===== src/hdl/hsv_to_rgb_auto_brightness_assert.svh =====
`ifndef HSV_TO_RGB_AUTO_BRIGHTNESS_ASSERT_SVH
`define HSV_TO_RGB_AUTO_BRIGHTNESS_ASSERT_SVH

// Checks that apply once reset has been released.
`define HSVAB_ASSERT_RUN(lbl, prop, msg) \
  lbl: assert property (@(posedge clk) disable iff (rst) prop) else $error(msg);

// Checks that also cover the reset cycles.
`define HSVAB_ASSERT_ANY(lbl, prop, msg) \
  lbl: assert property (@(posedge clk) prop) else $error(msg);

`endif


===== src/hdl/hsvab_pkg.sv =====
package hsvab_pkg;

  localparam int unsigned PCT_W   = 7;
  localparam int unsigned HUE_W   = 9;
  localparam int unsigned LIGHT_W = 8;
  localparam int unsigned CHAN_W  = 8;
  localparam int unsigned DIST_W  = 10;

  localparam logic [PCT_W-1:0] PCT_MAX = 7'd100;

  localparam logic REG_AUTO_MIN = 1'b0;
  localparam logic REG_AUTO_MAX = 1'b1;

  typedef enum logic [2:0] {
    SECT_RY = 3'd0,
    SECT_YG = 3'd1,
    SECT_GC = 3'd2,
    SECT_CB = 3'd3,
    SECT_BM = 3'd4,
    SECT_MR = 3'd5
  } sector_t;

  typedef struct packed {
    logic [PCT_W-1:0]  sat;
    logic [PCT_W-1:0]  val;
    logic [DIST_W-1:0] hue_dev;
    sector_t           sector;
  } work_t;

endpackage


===== src/hdl/hsvab_front.sv =====
module hsvab_front (
  input  logic [hsvab_pkg::HUE_W-1:0]   hue,
  input  logic [hsvab_pkg::PCT_W-1:0]   saturation,
  input  logic [hsvab_pkg::PCT_W-1:0]   brightness,
  input  logic [hsvab_pkg::LIGHT_W-1:0] light_level,
  input  logic [hsvab_pkg::PCT_W-1:0]   auto_min_level,
  input  logic [hsvab_pkg::PCT_W-1:0]   auto_max_level,
  output hsvab_pkg::work_t              work
);
  import hsvab_pkg::*;

  logic [PCT_W-1:0]  sat_c;
  logic [PCT_W-1:0]  val_c;
  logic [PCT_W-1:0]  lo;
  logic [PCT_W-1:0]  hi;
  logic              up;
  logic [PCT_W-1:0]  span;
  logic [14:0]       prod;
  logic [15:0]       prod_adj;
  logic [PCT_W-1:0]  step;
  logic [PCT_W-1:0]  val_auto;
  logic [19:0]       third;
  logic [13:0]       phase_raw;
  logic [10:0]       phase;

  always_comb begin
    sat_c = (saturation > PCT_MAX) ? PCT_MAX : saturation;
    val_c = (brightness > PCT_MAX) ? PCT_MAX : brightness;
    lo    = (auto_min_level > PCT_MAX) ? PCT_MAX : auto_min_level;
    hi    = (auto_max_level > PCT_MAX) ? PCT_MAX : auto_max_level;
    up    = (hi >= lo);
    span  = up ? (hi - lo) : (lo - hi);
    prod  = 15'(light_level * span);
    // Division by 255 is exact in this form for the whole product range.
    prod_adj = 16'(prod) + 16'd1 + 16'(prod[14:8]);
    step     = prod_adj[14:8];
    val_auto = up ? (lo + step) : (lo - step);
  end

  always_comb begin
    // The phase is floor(50h/3), taken as 16h plus floor(2h/3).
    third     = 20'(hue * 11'd1366);
    phase_raw = {1'b0, hue, 4'b0000} + 14'(third[19:11]);
    if (phase_raw >= 14'd8000) begin
      phase = 11'(phase_raw - 14'd8000);
    end else if (phase_raw >= 14'd6000) begin
      phase = 11'(phase_raw - 14'd6000);
    end else if (phase_raw >= 14'd4000) begin
      phase = 11'(phase_raw - 14'd4000);
    end else if (phase_raw >= 14'd2000) begin
      phase = 11'(phase_raw - 14'd2000);
    end else begin
      phase = phase_raw[10:0];
    end
  end

  always_comb begin
    work.sat     = sat_c;
    work.val     = (val_c == '0) ? val_auto : val_c;
    work.hue_dev = (phase >= 11'd1000) ? DIST_W'(phase - 11'd1000)
                                       : DIST_W'(11'd1000 - phase);
    if (hue < 9'd60) begin
      work.sector = SECT_RY;
    end else if (hue < 9'd120) begin
      work.sector = SECT_YG;
    end else if (hue < 9'd180) begin
      work.sector = SECT_GC;
    end else if (hue < 9'd240) begin
      work.sector = SECT_CB;
    end else if (hue < 9'd300) begin
      work.sector = SECT_BM;
    end else begin
      work.sector = SECT_MR;
    end
  end

endmodule


===== src/hdl/hsvab_queue.sv =====
module hsvab_queue (
  input  logic             clk,
  input  logic             rst,
  input  logic             push,
  input  hsvab_pkg::work_t push_data,
  input  logic             pop,
  output hsvab_pkg::work_t head,
  output logic             not_empty,
  output logic             full
);
  import hsvab_pkg::*;

  work_t       slots [2];
  logic        wr_ptr;
  logic        rd_ptr;
  logic [1:0]  count;
  logic        do_push;
  logic        do_pop;

  assign do_push   = push && (count != 2'd2);
  assign do_pop    = pop && (count != 2'd0);
  assign not_empty = (count != 2'd0);
  assign full      = (count == 2'd2);
  assign head      = slots[rd_ptr];

  always_ff @(posedge clk) begin
    if (do_push) begin
      slots[wr_ptr] <= push_data;
    end
  end

  always_ff @(posedge clk) begin
    if (rst) begin
      wr_ptr <= 1'b0;
      rd_ptr <= 1'b0;
      count  <= 2'd0;
    end else begin
      if (do_push) begin
        wr_ptr <= ~wr_ptr;
      end
      if (do_pop) begin
        rd_ptr <= ~rd_ptr;
      end
      case ({do_push, do_pop})
        2'b10:   count <= count + 2'd1;
        2'b01:   count <= count - 2'd1;
        default: count <= count;
      endcase
    end
  end

endmodule


===== src/hdl/hsvab_back.sv =====
module hsvab_back (
  input  logic                           clk,
  input  logic                           rst,
  input  logic                           in_valid,
  input  hsvab_pkg::work_t               work,
  output logic                           done,
  output logic [hsvab_pkg::CHAN_W-1:0]   red,
  output logic [hsvab_pkg::CHAN_W-1:0]   green,
  output logic [hsvab_pkg::CHAN_W-1:0]   blue
);
  import hsvab_pkg::*;

  logic              vld1;
  logic              vld2;
  logic              vld3;
  sector_t           sec1;
  sector_t           sec2;
  sector_t           sec3;
  logic [PCT_W-1:0]  val1;
  logic [16:0]       sd1;
  logic [13:0]       wz1;
  logic [10:0]       fz1;
  logic [23:0]       p2;
  logic [15:0]       zz2;
  logic [CHAN_W-1:0] full2;
  logic [21:0]       ry3;
  logic [CHAN_W-1:0] zero3;
  logic [CHAN_W-1:0] full3;
  logic [16:0]       t2;
  logic [19:0]       zmul;
  logic [21:0]       fmul;
  logic [29:0]       rmul;
  logic [30:0]       zq;
  logic [44:0]       rq;
  logic [CHAN_W-1:0] ramp;

  // Every channel is 255 times a product over a power of ten, reduced here
  // to a small factor, a shift and a reciprocal multiply that is exact over
  // the range in use.
  assign t2   = 17'd100000 - sd1;
  assign zmul = 20'(wz1 * 6'd51);
  assign fmul = 22'(fz1 * 11'd1639);
  assign rmul = 30'(p2 * 6'd51);
  assign zq   = 31'(zz2 * 16'd33555);
  assign rq   = 45'(ry3 * 23'd4398047);
  assign ramp = rq[43:36];

  always_ff @(posedge clk) begin
    sec1  <= work.sector;
    val1  <= work.val;
    sd1   <= 17'(work.sat * work.hue_dev);
    wz1   <= 14'(work.val * (PCT_MAX - work.sat));
    fz1   <= 11'((13'(work.val) * 13'd51) >> 2);
    sec2  <= sec1;
    p2    <= 24'(val1 * t2);
    zz2   <= zmul[19:4];
    full2 <= fmul[20:13];
    sec3  <= sec2;
    ry3   <= rmul[28:7];
    zero3 <= zq[29:22];
    full3 <= full2;
    unique case (sec3)
      SECT_RY: begin
        red <= full3; green <= ramp; blue <= zero3;
      end
      SECT_YG: begin
        red <= ramp; green <= full3; blue <= zero3;
      end
      SECT_GC: begin
        red <= zero3; green <= full3; blue <= ramp;
      end
      SECT_CB: begin
        red <= zero3; green <= ramp; blue <= full3;
      end
      SECT_BM: begin
        red <= ramp; green <= zero3; blue <= full3;
      end
      default: begin
        red <= full3; green <= zero3; blue <= ramp;
      end
    endcase
  end

  always_ff @(posedge clk) begin
    if (rst) begin
      vld1 <= 1'b0;
      vld2 <= 1'b0;
      vld3 <= 1'b0;
      done <= 1'b0;
    end else begin
      vld1 <= in_valid;
      vld2 <= vld1;
      vld3 <= vld2;
      done <= vld3;
    end
  end

endmodule


===== src/hdl/hsv_to_rgb_auto_brightness.sv =====
// Timing: a taken word is written into the queue and then passes the back-end registers vld1,
// vld2, vld3 and done; red, green and blue are registered together with done.
// Throughput: one word per cycle; the back end drains the two-entry queue every cycle,
// so busy stays low outside reset; the queue slot and four pipeline stages lie between
// a word and its result.
// Reset: synchronous, active high; busy is high during reset, the queue and pipeline
// are emptied, and the automatic levels return to a minimum of 0 and a maximum of 100.
module hsv_to_rgb_auto_brightness (
  input  logic                            clk,
  input  logic                            rst,
  input  logic                            start,
  output logic                            busy,
  input  logic [hsvab_pkg::HUE_W-1:0]     hue,
  input  logic [hsvab_pkg::PCT_W-1:0]     saturation,
  input  logic [hsvab_pkg::PCT_W-1:0]     brightness,
  input  logic [hsvab_pkg::LIGHT_W-1:0]   light_level,
  input  logic                            cfg_we,
  input  logic                            cfg_index,
  input  logic [hsvab_pkg::PCT_W-1:0]     cfg_data,
  output logic                            done,
  output logic [hsvab_pkg::CHAN_W-1:0]    red,
  output logic [hsvab_pkg::CHAN_W-1:0]    green,
  output logic [hsvab_pkg::CHAN_W-1:0]    blue
);
  import hsvab_pkg::*;

  `include "hsv_to_rgb_auto_brightness_assert.svh"

  logic [PCT_W-1:0] auto_min_level;
  logic [PCT_W-1:0] auto_max_level;
  work_t            front_work;
  work_t            head;
  logic             not_empty;
  logic             full;
  logic             accept;

  assign busy   = full || rst;
  assign accept = start && !busy;

  always_ff @(posedge clk) begin
    if (rst) begin
      auto_min_level <= 7'd0;
      auto_max_level <= 7'd100;
    end else if (cfg_we) begin
      unique case (cfg_index)
        REG_AUTO_MIN: auto_min_level <= cfg_data;
        REG_AUTO_MAX: auto_max_level <= cfg_data;
        default:      auto_max_level <= auto_max_level;
      endcase
    end
  end

  hsvab_front u_front (
    .hue            (hue),
    .saturation     (saturation),
    .brightness     (brightness),
    .light_level    (light_level),
    .auto_min_level (auto_min_level),
    .auto_max_level (auto_max_level),
    .work           (front_work)
  );

  hsvab_queue u_queue (
    .clk       (clk),
    .rst       (rst),
    .push      (accept),
    .push_data (front_work),
    .pop       (not_empty),
    .head      (head),
    .not_empty (not_empty),
    .full      (full)
  );

  hsvab_back u_back (
    .clk      (clk),
    .rst      (rst),
    .in_valid (not_empty),
    .work     (head),
    .done     (done),
    .red      (red),
    .green    (green),
    .blue     (blue)
  );

  `HSVAB_ASSERT_ANY(a_rst_clears_done, rst |=> !done, "done high right after reset")
  `HSVAB_ASSERT_RUN(a_word_to_result, accept |-> ##5 done, "accepted word gave no result")
  `HSVAB_ASSERT_RUN(a_no_stray_result, done |-> $past(accept, 5), "result without a word")
  `HSVAB_ASSERT_RUN(a_queue_drains, !full, "queue filled although the back end never stalls")

endmodule

===== config.mk =====
export PLATFORM = sky130hd
export DESIGN_NAME = hsv_to_rgb_auto_brightness
export DESIGN_NICKNAME = d
export VERILOG_FILES = /design/src/hdl/hsvab_pkg.sv /design/src/hdl/hsvab_front.sv /design/src/hdl/hsvab_queue.sv /design/src/hdl/hsvab_back.sv /design/src/hdl/hsv_to_rgb_auto_brightness.sv
export VERILOG_INCLUDE_DIRS = /design/src /design/src/hdl
export SDC_FILE = /design/constraint.sdc
export NUM_CORES = 2
export LEC_CHECK = 0
export BUFFER_PORTS_ARGS = -buffer_cell sky130_fd_sc_hd__buf_2
export CORE_UTILIZATION = 55
export DETAILED_ROUTE_END_ITERATION = 12
export HOLD_SLACK_MARGIN = 0.03
export PLACE_DENSITY = 0.72
export SLEW_MARGIN = 10
export SYNTH_ARGS = -nofsm -noshare
export SYNTH_HDL_FRONTEND = slang
export SYNTH_SLANG_ARGS = --single-unit

===== constraint.sdc =====
create_clock -name clk -period 11.1 [get_ports clk]
set_input_delay 2.22 -clock clk [delete_from_list [all_inputs] [get_ports clk]]
set_output_delay 2.22 -clock clk [all_outputs]
set_load 0.05 [all_outputs]

=== Word-level counts from Yosys, hierarchy flattened ===
Memories as Yosys holds them, arrays and structs flattened. A register that Yosys moved wholly into a read port is not among the register bits.
Cells that the tools add are included.
Widths: inputs -> output; s select.

* Add/subtract/negate cells: 17
* Multipliers: 11
* Magnitude comparators: 15
* Div/mod/pow operators: 0
* Equal/unequal tests: 8
* Shift-type cells: 0
* Muxes and demuxes: 25
* Bitwise gates (word level): 3
* Reduce and logical (&&, ||, !) cells: 16

{| class="wikitable"
|+ Operator list
! operator !! count
|-
| $mux 7 || 7
|-
| $pmux 8 s2 || 3
|-
| $mul 22x23->44 const B || 1
|-
| $mux 11 || 4
|-
| $sub 11x11->11 const B || 4
|-
| $mul 16x16->30 const B || 1
|-
| $mul 24x6->29 const B || 1
|-
| $ge 14x13->1 const B || 2
|-
| $gt 7x7->1 const B || 4
|-
| $mul 7x17->24 || 1
|-
| $mul 11x11->21 const B || 1
|-
| $sub 7x7->7 || 3
|-
| $mul 14x6->20 const B || 1
|-
| $mul 9x10->19 const B || 1
|-
| $lt 9x8->1 const B || 2
|-
| $mul 7x10->17 || 1
|-
| $sub 17x17->17 const A || 1
|-
| $add 15x1->15 const B || 1
|-
| $add 15x7->15 || 1
|-
| $mul 8x7->15 || 1
|-
| $add 13x9->14 || 1
|-
| $ge 14x11->1 const B || 1
|-
| $ge 14x12->1 const B || 1
|-
| $mul 7x14->14 || 1
|-
| other kinds (31) || 50
|}

* Bits in writable memories: 54
* Word-level logic and storage cells: 121
* Register bits: 190
* Memories kept: 1
* Bits of input ports: 43
* Output and inout bits: 26
* Latch bits: 0
* Memory bits (read-only): 0

{| class="wikitable"
|+ Memories
! memory !! words !! width !! read ports !! clocked after memory_dff !! write ports !! line !! source
|-
| u_queue.slots || 2 || 27 || 1 || 1 || 1 || hsvab_queue.sv:13 || <nowiki>work_t slots [2];</nowiki>
|}

=== Logic depth before layout (Yosys ltp) ===
* Word-level depth: 10
* Gate-level depth with buffers: 56
* Mapped depth without buffers: 55

=== Cells and area by module ===
From an unflattened synthesis, not the netlist that was laid out.

* Cells, all modules: 4057
* Area, all modules: 38812.2 um^2

{| class="wikitable"
|+ Modules (own cells, without submodules)
! module !! instances !! area each (um^2) !! cells each
|-
| hsvab_back || 1 || 29753.5 || 3097
|-
| hsvab_front || 1 || 6287.3 || 790
|-
| hsvab_queue || 1 || 2167.1 || 110
|-
| hsv_to_rgb_auto_brightness || 1 || 604.3 || 60
|}

=== Least setup slack after synthesis ===
OpenSTA, ideal clock, no wires.

* Path kind: register -> register
* From: register auto_min_level[0]
* To: memory u_queue.slots[0][19] (netlist name) (data pin)
* Slack: -0.331 ns
* Buffers on the path: 1
* Data required time: 10.822 ns
* Stages on the path, launching flop included: 56
* Arrival: 11.153 ns
* Path through: dfxtp_1 -> o21ai_0 -> a21oi_1 -> nor2b_1 -> ha_1 -> nand2b_1 -> a21oi_1 -> o21bai_1 -> a21oi_1 -> o21bai_1 -> a21oi_1 -> o21a_1 -> clkbuf_1 -> a21oi_1 -> a31oi_1 -> o21ai_0 -> xnor2_1 -> nand2_1 -> [... 20 more ...] -> o21ai_0 -> nor2_1 -> xnor2_1 -> inv_1 -> ha_1 -> nor2_1 -> xnor2_1 -> xnor2_1 -> ha_1 -> nor2b_1 -> o21ai_0 -> nand2b_1 -> a21o_1 -> a21oi_1 -> xnor2_1 -> xnor2_1 -> and4_1 -> or4_1

{| class="wikitable"
|+ RTL lines
! what !! line !! source
|-
| from (decl) || hsv_to_rgb_auto_brightness.sv:29 || <nowiki>logic [PCT_W-1:0] auto_min_level;</nowiki>
|-
| from (signal assigned) || hsv_to_rgb_auto_brightness.sv:46 || <nowiki>REG_AUTO_MIN: auto_min_level <= cfg_data;</nowiki>
|-
| to (decl) || hsvab_queue.sv:13 ||
|}

==> qor.yml <==
run_status:
  status: "complete, no violations"
critical_path:
  critical_path.max_stage_delay_ns: 0.54
  critPathArrivalTime_ns: 11.09
  critical_path.endpoint_type: "flip-flop"
  crit_fanout: 5
  worst_path_max_delay_cell: "sky130_fd_sc_hd__fa_1"
  critical_path_class: "reg -> reg"
  critical_path_required_ns: 11.41
  setup_crit_start_kind: "flip-flop"
placed_design:
  port_buffers: 68
  place_hpwl_um: 66090
  globalplace.congestion: 0.9252
yosys:
  yosys.area_share.xor_xnor: 0.04241
  synthSimpleGateAreaFrac: 0.1002
  post_synth_fa_ha_maj_area_fraction: 0.5144
  synthesized_cell_area_mm2: 0.03861
  ys.warnings.count: 0
  combinational_family_with_the_most_area_after_synthesis: "adder cells"
  syn-mean-instance-area_um2: 9.642
  post_synth_mux_area_share: 0.02038
  netlist_instances: 4005
  post_synthesis_compound_gate_area_fraction: 0.09167
  ys_types: 92
  synth_fp_nets: 5320
  synth_edf_count: 54
  async_reset_ff_frac: 0
  largest_area_contributor_in_the_synthesized_netlist: "sky130_fd_sc_hd__fa_1"
  primary_ff_master_synth: "sky130_fd_sc_hd__dfxtp_1"
  synth_seq_cells: 245
  netlist_top_cells_area: "sky130_fd_sc_hd__fa_1 27%, sky130_fd_sc_hd__ha_1 24%, sky130_fd_sc_hd__dfxtp_1 9.9%"
  synth_seq_area_share: 0.1410
  share_of_the_synthesized_area_in_the_top_cell_type: 0.2727
sta:
  worst-slew-pin-transition_ns: 1.095
  setup_viol: 0
  slew_headroom: 0.2678
  final_cycle_share: 0.9707
  fin_setup_tns_ns: 0
  achievable-frequency_mhz: 92.80
  finalHoldViolations: 0
  slew_violations: 0
  finalWorstPathRequiredPeriod_ns: 10.78
  clock-skew-final_ns: 0.01816
cells_and_area:
  mostFrequentLayoutCell: "sky130_fd_sc_hd__inv_1"
  final_layout_size_suffix_gt1_frac: 0.07861
  flow.area_growth_from_synthesis_pct: 8.551
  layout_common_cells: "870 x sky130_fd_sc_hd__inv_1, 736 x sky130_fd_sc_hd__ha_1, 525 x sky130_fd_sc_hd__fa_1"
  layout.nets: 5438
clocking:
  ctsHtreeMaxLevel: 1
  insertion_delay_ns: 0.58
  cts_tree: "yes"
  clockBufferDepth: 3
  cts_root_buf: "sky130_fd_sc_hd__clkbuf_16"
  tritoncts_buffers: 30
  numClockSinks: 245
  postCtsHoldBufs: 0
  clk_pin_slew_ns: 0.06
floorplanning:
  floorplan.initialDensity: 0.5591
  floorplan.io_pins: 69
  die-height_um: 267.0
  fp-row-count: 96
  total_die_area_mm2: 0.07127
  core_area_mm2: 0.06907
  die-width_um: 267.0
global_route:
  number_of_global_route_vias_before_repair: 28390
  wire_length_of_the_first_global_routing_pass_um: 133400
  antenna_found_initial: 2
  largest_net_degree_at_the_start_of_global_routing: 49
  grt_overflow_total: 0
  globalRouteTotalUtil: 0.2289
routing:
  dr.first_iter.drc_count: 1155
  antenna_left: 0
  drcViolationCount: 0
  drt_first_pass_iters: 5
  vias: 26800
  routedWlPerCell_um: 15.35
  routed_wl_um: 77950
  post_drt_via_cell_ratio: 5.277
hold_path:
  holdCritPathClass: "reg -> reg"
job:
  timing.max_cap.violations: 0
## registers in the layout, indices dropped and copies added (netlist names), 11 cells and up, named ones only
name,cells
u_queue.slots,54
u_back.p2,24
u_back.ry3,22
u_back.sd1,17
u_back.zz2,16
u_back.wz1,14
u_back.fz1,11
## routing by layer
metal	part of all wire	vias up	track usage	routed length, µm
li1	-	13250	-	-
met3	0.040	107	0.03146	3151
met2	0.48	421	0.4008	37580
met1	0.46	13020	0.2980	35470
met4	0.022	4	0.05374	1721
met5	0.00028	-	0	22
## what timing repair did
action                                  CTS  global route
buffers inserted                          0            12
pin swaps                                 0            54
resized for setup                         4            77
endpoints found under the setup margin    2             2
## through the flow
stage	area (µm²)	cells	hold WS [ns]	util	setup WS, ns
floorplan	38620	4005	0.3096	-	0.009657
global placement	40370	5010	0.3108	0.5846	0.04396
detailed placement	40370	5010	0.3135	0.5846	-0.1318
CTS	41460	5066	0.3223	0.6003	0.01402
global route	41910	5078	0.3277	0.6069	-0.3294
finish	41920	5079	0.3226	0.6069	0.3247
## synth_stat cells (6+ instances only)
| library cell | n |
|---|---|
| sky130_fd_sc_hd__nand2b_1 | 23 |
| sky130_fd_sc_hd__nor2b_1 | 51 |
| sky130_fd_sc_hd__xor2_1 | 43 |
| sky130_fd_sc_hd__and2_1 | 91 |
| sky130_fd_sc_hd__fa_1 | 526 |
| sky130_fd_sc_hd__o21ai_1 | 6 |
| sky130_fd_sc_hd__nor2_1 | 164 |
| sky130_fd_sc_hd__a211o_1 | 11 |
| sky130_fd_sc_hd__nand2_1 | 262 |
| sky130_fd_sc_hd__a31oi_1 | 14 |
| sky130_fd_sc_hd__o21bai_1 | 35 |
| sky130_fd_sc_hd__a211oi_1 | 14 |
| sky130_fd_sc_hd__a22o_1 | 8 |
| sky130_fd_sc_hd__mux2_2 | 29 |
| sky130_fd_sc_hd__inv_1 | 871 |
| sky130_fd_sc_hd__dfxtp_1 | 191 |
| sky130_fd_sc_hd__o22ai_1 | 18 |
| sky130_fd_sc_hd__o22a_1 | 6 |
| sky130_fd_sc_hd__nor3_1 | 47 |
| sky130_fd_sc_hd__or2_2 | 14 |
| sky130_fd_sc_hd__ha_1 | 746 |
| sky130_fd_sc_hd__o21ai_0 | 67 |
| sky130_fd_sc_hd__o211ai_1 | 10 |
| sky130_fd_sc_hd__nor4_1 | 10 |
| sky130_fd_sc_hd__nand3b_1 | 7 |
| sky130_fd_sc_hd__a21oi_1 | 140 |
| sky130_fd_sc_hd__and3_1 | 21 |
| sky130_fd_sc_hd__xnor2_1 | 144 |
| sky130_fd_sc_hd__mux2i_1 | 46 |
| sky130_fd_sc_hd__or3_1 | 9 |
| sky130_fd_sc_hd__a21boi_0 | 6 |
| sky130_fd_sc_hd__a21o_1 | 52 |
| sky130_fd_sc_hd__o31ai_1 | 7 |
| sky130_fd_sc_hd__nand3_1 | 46 |
| sky130_fd_sc_hd__a31o_2 | 7 |
| sky130_fd_sc_hd__o21a_1 | 35 |
| sky130_fd_sc_hd__edfxtp_1 | 54 |
| sky130_fd_sc_hd__nand4_1 | 10 |
| sky130_fd_sc_hd__a221oi_1 | 9 |
| sky130_fd_sc_hd__clkbuf_1 | 49 |
## cell type report
class,instances,area [µm²]
antenna,1,2.502
clock buffer,33,772.0
clock inverter,23,299.0
fill,5771,27150
inverter,872,3273
multi-input combinational,2835,30060
sequential,245,5454
tap,931,1165
timing repair buffer,139,893.4
## cells by family (layout without fill, tap and decap cells)
kind of cell    count (synthesis)  in the layout
fa+ha+maj                    1272           1272
simple gates                  788            788
flops                         245            245
other cells                     0              1
buf+inv                       925           1067
xor+xnor                      187            187
mux                            75             75
compound gates                513            513
## path summary, 6_finish.rpt
kind	startpoint	to	slack, ns	depth (start not counted)
worst min register to register	u_back.full2[1]	u_back.full3[1]	0.32	0
worst max-delay path	auto_min_level[1]	u_queue.slots[1][19]	0.32	54
worst max register to register	auto_min_level[1]	u_queue.slots[1][19]	0.32	54
worst min-delay path	u_back.full2[1]	u_back.full3[1]	0.32	0
## critical path: cells and delay by family, from the launching register on
family	cells	cell delay, ns
fa+ha+maj	9	3.14
flops	1	0.33
mux	1	0.25
compound gates	21	3.39
simple gates	9	1.65
buf+inv	7	0.58
xor+xnor	7	1.17
Power is left out: the tool's default activity adds up to more than one toggle a clock period on the data nets, which glitch-free logic cannot reach.
